## config.mk

```make
export PLATFORM = sky130hd
export DESIGN_NAME = stack_with_undo
export DESIGN_NICKNAME = d
export VERILOG_FILES = /design/src/rtl/swu_pkg.sv /design/src/rtl/swu_ram.sv /design/src/rtl/swu_ctrl.sv /design/src/rtl/stack_with_undo.sv
export SDC_FILE = /design/constraint.sdc
export NUM_CORES = 1
export LEC_CHECK = 0
export ABC_AREA = 1
export CAP_MARGIN = 10
export CORE_ASPECT_RATIO = 1.4
export CORE_MARGIN = 2
export CORE_UTILIZATION = 45
export DETAILED_ROUTE_END_ITERATION = 16
export DONT_BUFFER_PORTS = 1
export PLACE_DENSITY = 0.69
export SLEW_MARGIN = 20
export SYNTH_ARGS = -nofsm -noshare
export SYNTH_HDL_FRONTEND = slang
export SYNTH_SLANG_ARGS = --single-unit
```

## constraint.sdc

```tcl
create_clock -name clk -period 5.3 [get_ports clk]
set_input_delay 0.265 -clock clk [delete_from_list [all_inputs] [get_ports clk]]
set_output_delay 0.265 -clock clk [all_outputs]
set_load 0.01 [all_outputs]
```

## src/rtl/swu_pkg.sv

```systemverilog
// shared types, sizes and helper functions for the stack with undo history
package swu_pkg;

	localparam int STACK_DEPTH   = 16;
	localparam int HISTORY_DEPTH = 16;
	localparam int DATA_WIDTH    = 32;

	localparam int FIELD_W = 32;
	localparam int SADDR_W = (STACK_DEPTH > 1) ? $clog2(STACK_DEPTH) : 1;
	localparam int SCNT_W  = $clog2(STACK_DEPTH + 1);
	localparam int HADDR_W = (HISTORY_DEPTH > 1) ? $clog2(HISTORY_DEPTH) : 1;
	localparam int HCNT_W  = $clog2(HISTORY_DEPTH + 1);

	typedef enum logic [1:0] {
		CMD_PUSH    = 2'd0,
		CMD_POP     = 2'd1,
		CMD_DISPLAY = 2'd2,
		CMD_UNDO    = 2'd3
	} cmd_t;

	typedef enum logic [1:0] {
		ST_OK     = 2'd0,
		ST_OVER   = 2'd1,
		ST_UNDER  = 2'd2,
		ST_NOUNDO = 2'd3
	} status_t;

	typedef struct packed {
		cmd_t                      cmd;
		logic signed [FIELD_W-1:0] value;
	} req_word_t;

	typedef struct packed {
		logic signed [FIELD_W-1:0] data;
		status_t                   status;
		logic                      last;
	} rsp_word_t;

	typedef struct packed {
		logic      valid;
		rsp_word_t word;
	} res_t;

	typedef struct packed {
		logic                  we;
		logic [SADDR_W-1:0]    waddr;
		logic [DATA_WIDTH-1:0] wdata;
		logic                  re;
		logic [SADDR_W-1:0]    raddr;
	} stk_req_t;

	typedef struct packed {
		logic                  we;
		logic [HADDR_W-1:0]    waddr;
		logic [DATA_WIDTH-1:0] wdata;
		logic                  re;
		logic [HADDR_W-1:0]    raddr;
	} hist_req_t;

	// sign extend or truncate a field value to the stored width
	function automatic logic [DATA_WIDTH-1:0] widen(input logic [FIELD_W-1:0] v);
		logic [DATA_WIDTH-1:0] r;
		int j;
		r = '0;
		for (int i = 0; i < DATA_WIDTH; i++) begin
			j = (i < FIELD_W) ? i : FIELD_W - 1;
			r[i] = v[j];
		end
		return r;
	endfunction

	// low field bits of a stored value, zero filled above a narrow store
	function automatic logic [FIELD_W-1:0] narrow(input logic [DATA_WIDTH-1:0] d);
		logic [FIELD_W-1:0] r;
		int j;
		r = '0;
		for (int i = 0; i < FIELD_W; i++) begin
			j = (i < DATA_WIDTH) ? i : DATA_WIDTH - 1;
			r[i] = (i < DATA_WIDTH) ? d[j] : 1'b0;
		end
		return r;
	endfunction

endpackage

```

## src/rtl/swu_ram.sv

```systemverilog
// generic single write, single read ram with registered read data
module swu_ram #(
	parameter int WIDTH = 32,
	parameter int DEPTH = 16
) (
	input  logic                                      clk,
	input  logic                                      we,
	input  logic [((DEPTH > 1) ? $clog2(DEPTH) : 1)-1:0] waddr,
	input  logic [WIDTH-1:0]                          wdata,
	input  logic                                      re,
	input  logic [((DEPTH > 1) ? $clog2(DEPTH) : 1)-1:0] raddr,
	output logic [WIDTH-1:0]                          rdata
);

	logic [WIDTH-1:0] mem_q [DEPTH];
	logic [WIDTH-1:0] rdata_q;

	always_ff @(posedge clk) begin
		if (we) begin
			mem_q[waddr] <= wdata;
		end
		if (re) begin
			rdata_q <= mem_q[raddr];
		end
	end

	assign rdata = rdata_q;

endmodule

```

## src/rtl/swu_ctrl.sv

```systemverilog
// sequencer: command decode, stack and history pointers, memory requests
module swu_ctrl (
	input  logic                           clk,
	input  logic                           arst_n,
	input  logic                           req_valid,
	input  swu_pkg::req_word_t             req_word,
	output logic                           req_stall,
	input  logic                           res_ready,
	output swu_pkg::res_t                  res,
	output swu_pkg::stk_req_t              stk_req,
	input  logic [swu_pkg::DATA_WIDTH-1:0] stk_rdata,
	output swu_pkg::hist_req_t             hist_req,
	input  logic [swu_pkg::DATA_WIDTH-1:0] hist_rdata
);

	typedef enum logic [2:0] {
		S_IDLE,
		S_EXEC,
		S_POP,
		S_UNDO,
		S_DISP
	} state_t;

	state_t                         state_q, state_d;
	swu_pkg::cmd_t                  cmd_q;
	logic [swu_pkg::DATA_WIDTH-1:0] value_q;
	logic [swu_pkg::SCNT_W-1:0]     scnt_q, scnt_d, scnt_m1;
	logic [swu_pkg::HADDR_W-1:0]    hptr_q, hptr_d, hptr_inc, hptr_dec;
	logic [swu_pkg::HCNT_W-1:0]     hcnt_q, hcnt_d;
	logic [swu_pkg::SADDR_W-1:0]    idx_q, idx_d, top_addr;
	logic                           full, empty;

	assign full     = (scnt_q == swu_pkg::SCNT_W'(swu_pkg::STACK_DEPTH));
	assign empty    = (scnt_q == '0);
	assign scnt_m1  = scnt_q - 1'b1;
	assign top_addr = scnt_m1[swu_pkg::SADDR_W-1:0];
	assign hptr_inc = (hptr_q == swu_pkg::HADDR_W'(swu_pkg::HISTORY_DEPTH - 1)) ?
		'0 : hptr_q + 1'b1;
	assign hptr_dec = (hptr_q == '0) ?
		swu_pkg::HADDR_W'(swu_pkg::HISTORY_DEPTH - 1) : hptr_q - 1'b1;

	assign req_stall = (state_q != S_IDLE);

	always_comb begin
		state_d  = state_q;
		scnt_d   = scnt_q;
		hptr_d   = hptr_q;
		hcnt_d   = hcnt_q;
		idx_d    = idx_q;
		res      = '0;
		stk_req  = '0;
		hist_req = '0;
		res.word.status = swu_pkg::ST_OK;
		res.word.last   = 1'b1;

		unique case (state_q)
			S_IDLE: begin
				if (req_valid) begin
					state_d = S_EXEC;
				end
			end
			S_EXEC: begin
				if (res_ready) begin
					state_d = S_IDLE;
					unique case (cmd_q)
						swu_pkg::CMD_PUSH: begin
							res.valid = 1'b1;
							if (full) begin
								res.word.status = swu_pkg::ST_OVER;
							end else begin
								stk_req.we    = 1'b1;
								stk_req.waddr = scnt_q[swu_pkg::SADDR_W-1:0];
								stk_req.wdata = value_q;
								scnt_d        = scnt_q + 1'b1;
							end
						end
						swu_pkg::CMD_POP: begin
							if (empty) begin
								res.valid       = 1'b1;
								res.word.status = swu_pkg::ST_UNDER;
							end else begin
								stk_req.re    = 1'b1;
								stk_req.raddr = top_addr;
								scnt_d        = scnt_m1;
								state_d       = S_POP;
							end
						end
						swu_pkg::CMD_DISPLAY: begin
							if (empty) begin
								res.valid       = 1'b1;
								res.word.status = swu_pkg::ST_UNDER;
							end else begin
								stk_req.re    = 1'b1;
								stk_req.raddr = top_addr;
								idx_d         = top_addr;
								state_d       = S_DISP;
							end
						end
						swu_pkg::CMD_UNDO: begin
							if (hcnt_q == '0) begin
								res.valid       = 1'b1;
								res.word.status = swu_pkg::ST_NOUNDO;
							end else if (full) begin
								res.valid       = 1'b1;
								res.word.status = swu_pkg::ST_OVER;
							end else begin
								hist_req.re    = 1'b1;
								hist_req.raddr = hptr_dec;
								hptr_d         = hptr_dec;
								hcnt_d         = hcnt_q - 1'b1;
								state_d        = S_UNDO;
							end
						end
						default: state_d = S_IDLE;
					endcase
				end
			end
			S_POP: begin
				if (res_ready) begin
					res.valid      = 1'b1;
					res.word.data  = swu_pkg::narrow(stk_rdata);
					hist_req.we    = 1'b1;
					hist_req.waddr = hptr_q;
					hist_req.wdata = stk_rdata;
					hptr_d         = hptr_inc;
					if (hcnt_q != swu_pkg::HCNT_W'(swu_pkg::HISTORY_DEPTH)) begin
						hcnt_d = hcnt_q + 1'b1;
					end
					state_d = S_IDLE;
				end
			end
			S_UNDO: begin
				if (res_ready) begin
					res.valid     = 1'b1;
					res.word.data = swu_pkg::narrow(hist_rdata);
					stk_req.we    = 1'b1;
					stk_req.waddr = scnt_q[swu_pkg::SADDR_W-1:0];
					stk_req.wdata = hist_rdata;
					scnt_d        = scnt_q + 1'b1;
					state_d       = S_IDLE;
				end
			end
			S_DISP: begin
				if (res_ready) begin
					res.valid     = 1'b1;
					res.word.data = swu_pkg::narrow(stk_rdata);
					res.word.last = (idx_q == '0);
					if (idx_q == '0) begin
						state_d = S_IDLE;
					end else begin
						// fetch the next entry down while this one goes out
						stk_req.re    = 1'b1;
						stk_req.raddr = idx_q - 1'b1;
						idx_d         = idx_q - 1'b1;
					end
				end
			end
			default: state_d = S_IDLE;
		endcase
	end

	always_ff @(posedge clk or negedge arst_n) begin
		if (!arst_n) begin
			state_q <= S_IDLE;
			scnt_q  <= '0;
			hptr_q  <= '0;
			hcnt_q  <= '0;
		end else begin
			state_q <= state_d;
			scnt_q  <= scnt_d;
			hptr_q  <= hptr_d;
			hcnt_q  <= hcnt_d;
		end
	end

	always_ff @(posedge clk) begin
		idx_q <= idx_d;
		if (state_q == S_IDLE && req_valid) begin
			cmd_q   <= req_word.cmd;
			value_q <= swu_pkg::widen(req_word.value);
		end
	end

endmodule

```

## src/rtl/stack_with_undo.sv

```systemverilog
// top level: bounded stack with undo history, sequencer, two rams, output register
//
//  channel  direction  handshake             word
//  req      in         req_valid/req_stall   cmd, value
//  rsp      out        rsp_valid/rsp_stall   data, status, last
//
// a command is taken only while the sequencer is idle, then runs alone
// push and every error case end in exec; pop and undo add a registered ram read state
// display goes top down, one entry a cycle off the stack ram read port unless stalled
// a stalled result holds the output register and the sequencer waits on it
// reset clears state, counters, history pointer and rsp_valid; the rams keep no reset
module stack_with_undo (
	input  logic               clk,
	input  logic               arst_n,
	input  logic               req_valid,
	input  swu_pkg::req_word_t req_word,
	output logic               req_stall,
	output logic               rsp_valid,
	output swu_pkg::rsp_word_t rsp_word,
	input  logic               rsp_stall
);

	swu_pkg::res_t                  res;
	swu_pkg::stk_req_t              stk_req;
	swu_pkg::hist_req_t             hist_req;
	logic [swu_pkg::DATA_WIDTH-1:0] stk_rdata;
	logic [swu_pkg::DATA_WIDTH-1:0] hist_rdata;
	logic                           res_ready;
	logic                           rsp_valid_q;
	swu_pkg::rsp_word_t             rsp_word_q;

	// output register frees when empty or when its word is taken this cycle
	assign res_ready = !rsp_valid_q || !rsp_stall;

	swu_ctrl u_ctrl (
		.clk        (clk),
		.arst_n     (arst_n),
		.req_valid  (req_valid),
		.req_word   (req_word),
		.req_stall  (req_stall),
		.res_ready  (res_ready),
		.res        (res),
		.stk_req    (stk_req),
		.stk_rdata  (stk_rdata),
		.hist_req   (hist_req),
		.hist_rdata (hist_rdata)
	);

	// data stack entries, bottom at address zero
	swu_ram #(
		.WIDTH (swu_pkg::DATA_WIDTH),
		.DEPTH (swu_pkg::STACK_DEPTH)
	) u_stk_ram (
		.clk   (clk),
		.we    (stk_req.we),
		.waddr (stk_req.waddr),
		.wdata (stk_req.wdata),
		.re    (stk_req.re),
		.raddr (stk_req.raddr),
		.rdata (stk_rdata)
	);

	// ring of popped values for undo
	swu_ram #(
		.WIDTH (swu_pkg::DATA_WIDTH),
		.DEPTH (swu_pkg::HISTORY_DEPTH)
	) u_hist_ram (
		.clk   (clk),
		.we    (hist_req.we),
		.waddr (hist_req.waddr),
		.wdata (hist_req.wdata),
		.re    (hist_req.re),
		.raddr (hist_req.raddr),
		.rdata (hist_rdata)
	);

	always_ff @(posedge clk or negedge arst_n) begin
		if (!arst_n) begin
			rsp_valid_q <= 1'b0;
		end else if (res_ready) begin
			rsp_valid_q <= res.valid;
		end
	end

	// payload only loads with a new word, so a stalled word stays put
	always_ff @(posedge clk) begin
		if (res_ready && res.valid) begin
			rsp_word_q <= res.word;
		end
	end

	assign rsp_valid = rsp_valid_q;
	assign rsp_word  = rsp_word_q;

endmodule

```

==> impl_metrics.toml, run 1 <==
[place]
dp.final_hpwl_mm = 73.1
place_congestion = 0.848
portBuffers = 0

[sta]
timing.final.crit_share_pct = 70.1
max_freq_mhz = 269
setup_viol = 0
final_max_slew_viol_count = 0
clock_skew_ns = 0.0263
hold_violations = 0
tightest_slew_ns = 1.20
rsz0062_at_grt = "false"
fin_setup_tns_ns = 0
period_minus_slack_ns = 3.71
max_slew_margin_pct = 20.3

[critical_path]
worstSetupEndpoint = "u_stk_ram.rdata[30]"
timing.critical_path.from = "rsp_valid"
crit_required_ns = 5.77
crit_type = "reg2reg"
r2r-end = "u_stk_ram.rdata[30]"
cp_data_arrival_time_ns = 4.19
cp-start-kind = "flop"
ff2ff_path_depth = 12
worstReg2RegStart = "rsp_valid"
r2r_slack_ns = 1.59
critical_path.max_fanout = 96
crit_path_end_kind = "flop"

[power_and_ir_drop]
pwr-share-comb_pct = 28.3
switching_share_pct = 34.6
cellLeakagePower_nw = 21.8
clockPowerShare_pct = 27.7
power.internal_mw = 17.9
p_per_area_mw_per_mm2 = 486
p_seq_share_pct = 44.0
p_sw_mw = 9.49
ir_drop_v = 0.000521
power_mw = 27.4

[yosys]
yosysWarningCount = 0
synth_area_leader_cell = "edfxtp_1"
yosysUniqueCellTypes = 41
synth_fp_nets = 4537
yosys-top-cells-area = "edfxtp_1 (69%), nand3_1 (10%), nand2_1 (6.1%)"
synth_top_area_share_pct = 68.5
synthArstFlopShare_pct = 1.53
synth_most_common_cell = "edfxtp_1"
netlist_area_sq_mm = 0.0509
synth_seq_cells = 1179
synth_seq_area_share_pct = 69.4
synthFlopType = "edfxtp_1"
synth_area_per_cell_sq_um = 11.3
synth_edf_count = 1161
synthTopCellsByCount = "edfxtp_1 (1,161), nand3_1 (1,014), nand2_1 (833), inv_1 (499), nor2_1 (212)"
synthCells = 4484

[route]
met1Wirelength_mm = 49.6
dr.pass1.iters = 6
drtIter0Drc = 3273
wl_met3_mm = 10.2
vias_per_cell = 5.58
drc = 0
vias = 33585
met2WireLength_mm = 66.6
highest_layer = "met5"
totalWireLength_mm = 132
avgRoutedWirePerCell_um = 22.0
ant_nets = 0

[floorplan]
coreArea_sq_mm = 0.112
fp-row-count = 145
dieWidth_um = 288
start_util_pct = 45.4
die_area_sq_mm = 0.116
die_y_um = 402
io_pins = 75

[clock_network]
cts_buffer_depth = 3
clock_sinks = 1179
cts_resized = 0
cts_buffers = 105
post_cts_buffers = 0
root_buffer = "clkbuf_16"
cts_tree = "built"
cts_hold_buf = 36
insertion_delay_ns = 0.71
clk_pin_slew_worst_paths_ns = 0.07
cts_max_level = 3

[grt]
grt_max_degree = 205
grt_pass1_vias = 32376
grt_pass1_wl_mm = 198
gr-total-overflow = 0
grtUsageTotal_pct = 22.6
antenna_found_initial = 2

[cells_and_area]
fin_nets = 4506
drive_above_1_share_pct = 8.76
syn2layout_area_growth_pct = 10.8

[outcome]
status = "completed"

[run]
maxCapViolations = 0

[worst_hold_path]
hold_class = "in2reg"
-- power by group through the flow --
stage / combinational, mW / clock [mW] / sequential, mW
final: 7.76 / 7.58 / 12.1
after CTS: 7.71 / 7.66 / 12.1
after global routing: 8.53 / 8.01 / 12.1
after global placement: 7.54 / 0 / 12.3
after detailed placement: 7.65 / 0 / 12.3
after floorplan: 5.29 / 0 / 12.1
-- registers in the layout (all words and copies together) (netlist names) --
register          cells
u_ctrl.hcnt_q         5
u_stk_ram.mem_q     512
u_ctrl.cmd_q          2
u_hist_ram.rdata     32
rsp_word             35
u_ctrl.value_q       32
rsp_valid             1
u_ctrl.scnt_q         5
u_ctrl.idx_q          4
u_ctrl.hptr_q         4
u_ctrl.state_q        3
u_hist_ram.mem_q    512
u_stk_ram.rdata      32
-- routing by layer --
metal | up-vias | track usage, %
met3 | 361 | 3.50
met1 | 16273 | 28.3
met2 | 1594 | 38.5
met5 | - | 0
met4 | 2 | 10.5
li1 | 15355 | -
-- cells in the final DEF, fill, tap and decap left out, drive strengths merged, types with 31 or more instances in the layout --
| cell type | synthesis | final |
|---|---|---|
| nor2 | 219 | 219 |
| nand3b | 192 | 192 |
| o21ai | 87 | 87 |
| clkinv | 2 | 49 |
| dlygate4sd3 | 0 | 36 |
| o22ai | 31 | 31 |
| clkbuf | 61 | 130 |
| nand2 | 840 | 840 |
| or2 | 66 | 66 |
| inv | 505 | 510 |
| edfxtp | 1161 | 1161 |
| nand3 | 1017 | 1017 |
| buf | 219 | 106 |
-- critical path: stages, from the launching register on --
cell,delay [ns]
dfrtp_1,0.42
nand2_2,0.10
buf_4,0.48
nand2_1,0.35
nor2_2,0.33
nand2_8,0.25
nand2_8,0.56
buf_4,0.42
nand2_1,0.11
nand3_1,0.11
nand3_1,0.09
nand3_1,0.12
nand2_1,0.06
-- cells by family after synthesis --
| family | Yosys count | share of synthesized area, % |
|---|---|---|
| and+or+nand+nor | 2343 | 21.7 |
| buffers and inverters | 787 | 6.60 |
| AOI/OAI and AO/OA | 144 | 1.62 |
| adders and majority gates | 15 | 0.384 |
| xor gates and xnor gates | 16 | 0.275 |
| DFF | 1179 | 69.4 |
-- how the worst min path moves through the flow --
stage | cells past startpoint | from | endpoint | slack (ns)
after floorplan | 0 | arst_n | rsp_valid | -0.03
after global placement | 0 | arst_n | rsp_valid | -0.03
after detailed placement | 0 | arst_n | u_ctrl.scnt_q[4] | -0.03
after CTS | 3 | rsp_stall | rsp_valid | 0.11
after global routing | 3 | rsp_stall | rsp_valid | 0.13
final | 3 | rsp_stall | rsp_valid | 0.16
-- stage by stage --
stage	utilization, %	area, sq um	std cells	setup slack [ns]	hold WS [ns]
finish	50.3	56300	6014	1.59	0.156
global placement	46.9	52500	5779	1.73	-0.0302
CTS	50.3	56300	6013	1.68	0.112
floorplan	-	50900	4484	1.44	-0.0306
detailed placement	47.0	52600	5780	1.70	-0.0300
global route	50.3	56300	6013	1.46	0.130
-- area by class of cell --
type,instances,area [sq um]
repair buffers,142,1310
fillers,9405,55600
diodes,1,2.50
well taps,1470,1840
clock inverters,67,619
multi-input cells,2518,12600
inverters,507,1900
clock buffers,130,2760
flip-flops and latches,1179,35300
No activity file was read; power rests on OpenSTA's default activity.
==> run 2: changes to the inputs <==
clock period = 3.63 ns   (was 5.3 ns; I/O delays follow)
==> impl_metrics.toml, run 2 (synthesis results as in run 1) <==
[sta]
fin_setup_tns_ns = 0
setup_viol = 0
final_max_slew_viol_count = 0
finalWorstSetupSlack_ns = 0.297
rsz0062_at_grt = "false"
max_freq_mhz = 300
tightest_slew_ns = 1.06
clock_skew_ns = 0.0246
timing.final.crit_share_pct = 91.8
period_minus_slack_ns = 3.33
max_slew_margin_pct = 29.1
hold_violations = 0

[critical_path]
critical_path.slowest_cell = "buf_12"
cp_cell_sequence = "inv_1, ha_1, nand3_2, nand3_2, nor2_4, buf_12, nand2_4, buf_12, o21ai_0, nand3_1, nand3_1, nand2_1"
worstReg2RegStart = "u_ctrl.scnt_q[0]"
path_depth = 12
worstSetupEndpoint = "u_hist_ram.rdata[3]"
crit_required_ns = 4.08
crit_path_end_kind = "flop"
r2r_slack_ns = 0.30
crit_buf_inv = 3
path_delay_family = "simple AND/OR/NAND/NOR gates"
cpPeakStageDelay_ns = 0.48
crit_type = "reg2reg"
timing.critical_path.from = "u_ctrl.scnt_q[0]"
critical_path.max_fanout = 136
r2r-end = "u_hist_ram.rdata[3]"
cp_data_arrival_time_ns = 3.78
cp-start-kind = "flop"
ff2ff_path_depth = 12

[route]
vias_per_cell = 5.55
drtIter0Drc = 3391
avgRoutedWirePerCell_um = 22.0
totalWireLength_mm = 133
drc = 0
dr.pass1.iters = 6
ant_nets = 0
vias = 33617

[floorplan]
io_pins = 75
die_area_sq_mm = 0.116
coreArea_sq_mm = 0.112
dieWidth_um = 288
die_y_um = 402
start_util_pct = 45.4
fp-row-count = 145

[cells_and_area]
fin_nets = 4555
final_common_cell = "edfxtp_1"
diodes = 0
drive_above_1_share_pct = 9.72
final_cell_mix = "edfxtp_1 (1,161), nand3_1 (1,013), nand2_1 (831)"
syn2layout_area_growth_pct = 12.5

[grt]
gr-total-overflow = 0
antenna_found_initial = 2
grt_pass1_wl_mm = 200
grtUsageTotal_pct = 22.9
grt_max_degree = 163
grt_pass1_vias = 32719

[power_and_ir_drop]
p_per_area_mw_per_mm2 = 716
cellLeakagePower_nw = 22.3
power_mw = 41.0
ir_drop_v = 0.000523

[place]
dp.final_hpwl_mm = 73.9
place_congestion = 0.819
portBuffers = 0
post-place-ws_ns = 0.324

[clock_network]
cts_max_level = 3
clock_sinks = 1179
cts_buffer_depth = 3
clk_pin_slew_worst_paths_ns = 0.07
cts_buffers = 107
post_cts_buffers = 0
root_buffer = "clkbuf_16"
cts_tree = "built"
insertion_delay_ns = 0.71

[worst_hold_path]
hold_class = "in2async"

[run]
maxCapViolations = 0

[outcome]
status = "completed"
==> run 2: power breakdown <==
group          switching (mW)  leakage, nW  internal (mW)
Clock                    4.91         1.73           6.58
Combinational            8.54         9.38           3.33
Sequential              0.551         11.2           17.1
Total                    14.0         22.3           27.0
==> run 2: layer usage <==
layer  vias up  track usage, %  share of wire [%]
met2      1547            39.2                 50
met1     16272            28.7                 37
met3       333            3.23                8.0
li1      15461               -                  -
met5         -               0              0.017
met4         4            10.6                4.4
==> run 2: final cells by class <==
type / count / area [sq um]
clock buffer: 130 / 2830
sequential: 1179 / 35300
inverter: 507 / 1900
tap: 1470 / 1840
fill: 9378 / 54700
multi-input combinational: 2518 / 12600
timing repair buffer: 189 / 2040
clock inverter: 67 / 701
==> run 2: how the worst min path moves through the flow <==
stage,startpoint,end,slack [ns],cells past startpoint
final,arst_n,u_ctrl.state_q[1],0.08,1
after global routing,req_word[16],u_ctrl.value_q[16],0.1,1
after CTS,req_word[20],u_ctrl.value_q[20],0.07,1
after detailed placement,arst_n,rsp_valid,-0.11,0
after global placement,arst_n,rsp_valid,-0.11,0
after floorplan,arst_n,rsp_valid,-0.11,0
==> run 2: repair_timing <==
action                    4_1_cts  5_1_grt
hold endpoints to repair       66        0
hold buffers                   37        0
resized for setup               0        0
==> run 2: metrics by stage <==
stage               area, sq um  instances  utilization, %  hold slack [ns]
finish                    57200       6060            51.1           0.0772
floorplan                 50900       4484               -           -0.114
CTS                       57200       6060            51.1           0.0657
global placement          53300       5826            47.6           -0.113
global route              57200       6060            51.1           0.0954
detailed placement        53300       5826            47.6           -0.113
